$ cat src/sv/sfs_pkg.sv
`timescale 1ns / 1ps
`default_nettype none
// ----------------------------------------------------------------------------
// sfs_pkg
// Shared types and codes for the symbol frequency sort block.
// ----------------------------------------------------------------------------
package sfs_pkg;

  // operation codes
  localparam logic [1:0] OP_COUNT = 2'd0;
  localparam logic [1:0] OP_FETCH = 2'd1;
  localparam logic [1:0] OP_CLEAR = 2'd2;

  typedef struct packed {
    logic [1:0] opcode;
    logic [7:0] symbol;
    logic [7:0] rank;
  } in_item_t;

  typedef struct packed {
    logic [7:0]  sorted_symbol;
    logic [15:0] symbol_count;
    logic        entry_valid;
    logic [8:0]  distinct_total;
  } out_item_t;

  typedef enum logic [3:0] {
    ST_IDLE,
    ST_CNT_RD,
    ST_CNT_WR,
    ST_SORT_INIT,
    ST_SCAN,
    ST_SORT_LAST,
    ST_SORT_WR,
    ST_FET_ORD,
    ST_FET_CNT,
    ST_FET_OUT
  } state_t;

  // controller to datapath
  typedef struct packed {
    logic capture;
    logic clear;
    logic cnt_rd;
    logic cnt_wr;
    logic sort_init;
    logic scan_issue;
    logic sort_wr;
    logic set_sorted;
    logic fet_cnt;
    logic out_load;
  } cmd_t;

  // datapath to controller
  typedef struct packed {
    logic [1:0] op;
    logic       sym_ok;
    logic       sorted;
    logic       distinct_zero;
    logic       scan_done;
    logic       pos_last;
    logic       out_busy;
    logic [8:0] distinct_total;
  } status_t;

endpackage
`default_nettype wire

$ cat src/sv/sfs_ctrl.sv
`timescale 1ns / 1ps
`default_nettype none
// ----------------------------------------------------------------------------
// sfs_ctrl
// Sequencer for count, clear, sort passes and fetch.
// ----------------------------------------------------------------------------
module sfs_ctrl (
  input  wire logic             clk,
  input  wire logic             rst,
  input  wire logic             in_valid,
  output logic                  in_ready,
  input  wire sfs_pkg::status_t sts,
  output sfs_pkg::cmd_t         cmd
);

  sfs_pkg::state_t state, state_next;

  // state register
  always_ff @(posedge clk) begin
    if (rst) begin
      state <= sfs_pkg::ST_IDLE;
    end else begin
      state <= state_next;
    end
  end

  // next state and commands
  always_comb begin
    state_next = state;
    cmd        = '0;
    in_ready   = 1'b0;
    unique case (state)
      sfs_pkg::ST_IDLE: begin
        in_ready = 1'b1;
        if (in_valid) begin
          cmd.capture = 1'b1;
          case (sts.op)
            sfs_pkg::OP_COUNT: begin
              if (sts.sym_ok) state_next = sfs_pkg::ST_CNT_RD;
            end
            sfs_pkg::OP_FETCH: begin
              state_next = sts.sorted ? sfs_pkg::ST_FET_ORD : sfs_pkg::ST_SORT_INIT;
            end
            sfs_pkg::OP_CLEAR: cmd.clear = 1'b1;
            default: ;
          endcase
        end
      end
      sfs_pkg::ST_CNT_RD: begin
        cmd.cnt_rd = 1'b1;
        state_next = sfs_pkg::ST_CNT_WR;
      end
      sfs_pkg::ST_CNT_WR: begin
        cmd.cnt_wr = 1'b1;
        state_next = sfs_pkg::ST_IDLE;
      end
      sfs_pkg::ST_SORT_INIT: begin
        cmd.sort_init = 1'b1;
        if (sts.distinct_zero) begin
          cmd.set_sorted = 1'b1;
          state_next     = sfs_pkg::ST_FET_ORD;
        end else begin
          state_next = sfs_pkg::ST_SCAN;
        end
      end
      sfs_pkg::ST_SCAN: begin
        cmd.scan_issue = 1'b1;
        if (sts.scan_done) state_next = sfs_pkg::ST_SORT_LAST;
      end
      sfs_pkg::ST_SORT_LAST: begin
        state_next = sfs_pkg::ST_SORT_WR;
      end
      sfs_pkg::ST_SORT_WR: begin
        cmd.sort_wr = 1'b1;
        if (sts.pos_last) begin
          cmd.set_sorted = 1'b1;
          state_next     = sfs_pkg::ST_FET_ORD;
        end else begin
          state_next = sfs_pkg::ST_SCAN;
        end
      end
      sfs_pkg::ST_FET_ORD: begin
        state_next = sfs_pkg::ST_FET_CNT;
      end
      sfs_pkg::ST_FET_CNT: begin
        cmd.fet_cnt = 1'b1;
        state_next  = sfs_pkg::ST_FET_OUT;
      end
      sfs_pkg::ST_FET_OUT: begin
        if (!sts.out_busy) begin
          cmd.out_load = 1'b1;
          state_next   = sfs_pkg::ST_IDLE;
        end
      end
      default: state_next = sfs_pkg::ST_IDLE;
    endcase
  end

endmodule
`default_nettype wire

$ cat config.mk
export PLATFORM = sky130hd
export DESIGN_NAME = sfs_ctrl
export DESIGN_NICKNAME = d
export VERILOG_FILES = /design/src/sv/sfs_pkg.sv /design/src/sv/sfs_ctrl.sv
export SDC_FILE = /design/constraint.sdc
export NUM_CORES = 1
export LEC_CHECK = 0
export BUFFER_PORTS_ARGS = -buffer_cell sky130_fd_sc_hd__buf_4
export CORE_AREA = 2 2 39 41
export CTS_CLUSTER_DIAMETER = 150
export CTS_CLUSTER_SIZE = 20
export DETAILED_ROUTE_END_ITERATION = 12
export DIE_AREA = 0 0 41 43
export SLEW_MARGIN = 20
export SYNTH_ARGS = -nofsm -noshare
export SYNTH_HDL_FRONTEND = slang
export SYNTH_SLANG_ARGS = --single-unit
$ cat constraint.sdc
create_clock -name clk -period 1.2 [get_ports clk]
set_input_delay 0.24 -clock clk [delete_from_list [all_inputs] [get_ports clk]]
set_output_delay 0.24 -clock clk [all_outputs]
set_load 0.03 [all_outputs]
==> results.md <==
* Hold Violations, Final at 0
* Die H at 43 microns
* Status: finished, violations left
* Largest register by flop count: state
* Max Cap Violations at 0
* DR DRC count at 0
* Setup violations, final at 15
* Top cells by area, synth: dfxtp_1 20%, nor3_1 10%, nand2b_1 7.9%
* Fmax achieved at 627 MHz
* CP endpoint kind: output pin
* I/O Pins at 31
* Count leader, synth: nor3_1
* Max reg flops at 4
* Share of cells above drive strength 1 at 74.7%
* Cell area after layout at 0.00101 sq mm
* Die X at 41 microns
* Cell variety after synth at 28
* Post-CTS Hold Fix Bufs at 0
* Async set or reset register ratio after synthesis at 0%
* Maximum fanout along the worst path at 3
* Core area at 0.00138 sq mm
* Clock Power Share at 16.8%
* Vias in the first global route at 586
* Fin cells at 115
* CTS sink count at 4
* Die ar. at 0.00176 sq mm
* Failing checks: setup timing
* Routability cong. at 0.729
* Critical path class: flip-flop to output pin
* Detail Route Antenna Nets at 0
* Max clock buf depth at 2
* Synthesized instance count at 55
* Post-synth EDFFs at 0
* Largest net degree at the start of global routing at 10
* DR WL/cell at 12.4 microns
* Dpl cells at 104
* H-tree levels at 1
* 1st-pass router iterations at 4
* Final Critical Period at 1.60 ns
* Yosys top cell by area: dfxtp_1
* Seq cells post-synth at 4
* Initial antenna violation count at 0
* Sequential area share after synthesis at 20.3%
* Crit share post-route at 133%
* Initial detailed-routing violation count at 10
* Worst setup margin at -0.395 ns
* WP buf/inv at 1
* RSZ-0062 raised after global routing: yes
* Post-DP HPWL at 955 microns
* Slew Viols, Final at 0
* CTS tree: built
* Synthesized cell area at 395 sq um
* Clk root buf: clkbuf_4
* Critical Path Max Stage Delay at 0.35 ns
* Largest regs: state: 4 flops
* Maximum VDD drop at 0.000788 V
* Worst path arrival time at 1.36 ns
* N_diodes at 0
* Post-Syn Nets at 75
* Grt total ovfl at 0
* Gate family responsible for the most delay along the worst path: simple AND/OR/NAND/NOR gates
* Slew @ Worst Pin at 0.250 ns
* Combinational fraction of design power at 65.4%
* Area delta synth->final at 156%
* Startpoint types: flip-flop
* Setup TNS at -3.12 ns
* Total GRT Usage at 19.4%
* Routed vias/inst at 4.90
* Max-slew headroom at 83.3%
* Req. time, crit path at 0.96 ns
* Syn avg cell area at 7.19 sq um
* Hold crit path type: input port to flip-flop
* Ys Warns at 0
* Switching power at 0.000367 W
* Post-synth top cells: 8 x nor3_1, 7 x nor2_1, 5 x nand2b_1, 4 x dfxtp_1, 3 x nand2_1
* Reg clk slew, reported paths at 0.04 ns
* Leak at 0.439 nW
* Worst path slowest cell: dfxtp_4
* Main flop type after synthesis: dfxtp_1
* Detailed Route WL at 1420 microns
* Site Rows at 14
* Yosys top cell area share at 20.3%
* Internal power at 0.000609 W
* Vias post-DR at 564
* Power density over cell area at 965 mW/mm^2
* Sw Ratio at 37.6%
* Initial Util at 28.6%
* Worst Skew at 0.00521 ns
* First-pass GRT wire length at 2310 microns
* Seq pwr share at 17.8%
* Placed cell area at 746 sq um
* TritonCTS buffer count at 3
* I/O Buffers at 21
* Nets@finish at 121
* Fin util at 73.1%
* CP cell instances: nor4_4, and2_4, and3b_2, buf_6
* Worst-Skew Late Latency at 0.23 ns
what timing repair did:
item | 4_1_cts | 5_1_grt
gates resized for setup | 37 | 7
setup buffers | 9 | 1
pin swaps | 13 | 4
endpoints found under the setup margin | 15 | 15
power by group through the flow:
stage                     clock, W  combinational, W  sequential, W
final                     0.000164          0.000638       0.000174
after global routing      0.000197          0.000675       0.000175
after CTS                 0.000174          0.000617       0.000173
after detailed placement         0          0.000459       0.000179
after global placement           0          0.000455       0.000179
after floorplan                  0          0.000282       0.000173
cell usage in the layout (no fill, tap or decap), types with 2 or more instances in the layout:
| cell | n |
|---|---|
| clkbuf_4 | 3 |
| buf_6 | 19 |
| nor2_4 | 2 |
| dfxtp_4 | 4 |
| nand2b_4 | 4 |
| nand3b_1 | 2 |
| nand2_1 | 2 |
| buf_12 | 2 |
| buf_4 | 23 |
| o21ai_0 | 2 |
| nor3_4 | 6 |
| nor2_1 | 5 |
layer usage:
layer	part of all wire (%)	up-vias	wire (microns)	GRT usage (%)
met2	55	22	781	35.3
met4	0	0	0	2.00
met1	39	253	558	20.1
li1	-	289	-	-
met5	0	-	0	0
met3	5.8	0	83	7.85
worst paths after layout:
path / startpoint / to / slack (ns) / cells past startpoint
worst max-delay path: state[3] / cmd[8] / -0.40 / 4
worst min-delay path: rst / state[3] / 0.20 / 2
worst max register to register: state[3] / state[0] / -0.13 / 5
worst min register to register: state[3] / state[2] / 0.73 / 3
area by class of cell:
cell class              instances  area [sq um]
clock buffers                   3          22.5
fillers                        98           373
inverters                       2          7.51
multi-input cells              45           424
flip-flops and latches          4          95.1
well taps                      16          20.0
repair buffers                 45           442
cells by family after synthesis:
family | share of synthesized area [%]
AO/OA/AOI/OAI | 19.0
buffers and inverters | 10.8
AND/OR/NAND/NOR | 47.8
flip-flops | 20.3
XOR/XNOR | 2.22
per-stage QoR:
step	hold WS [ns]	total power [W]	setup WS, ns
floorplan	0.305	0.000455	-0.471
global placement	0.441	0.000634	-0.166
detailed placement	0.443	0.000638	-0.155
CTS	0.190	0.000964	-0.408
global route	0.194	0.00105	-0.454
finish	0.203	0.000976	-0.395
(Power assumes the default switching activity.)
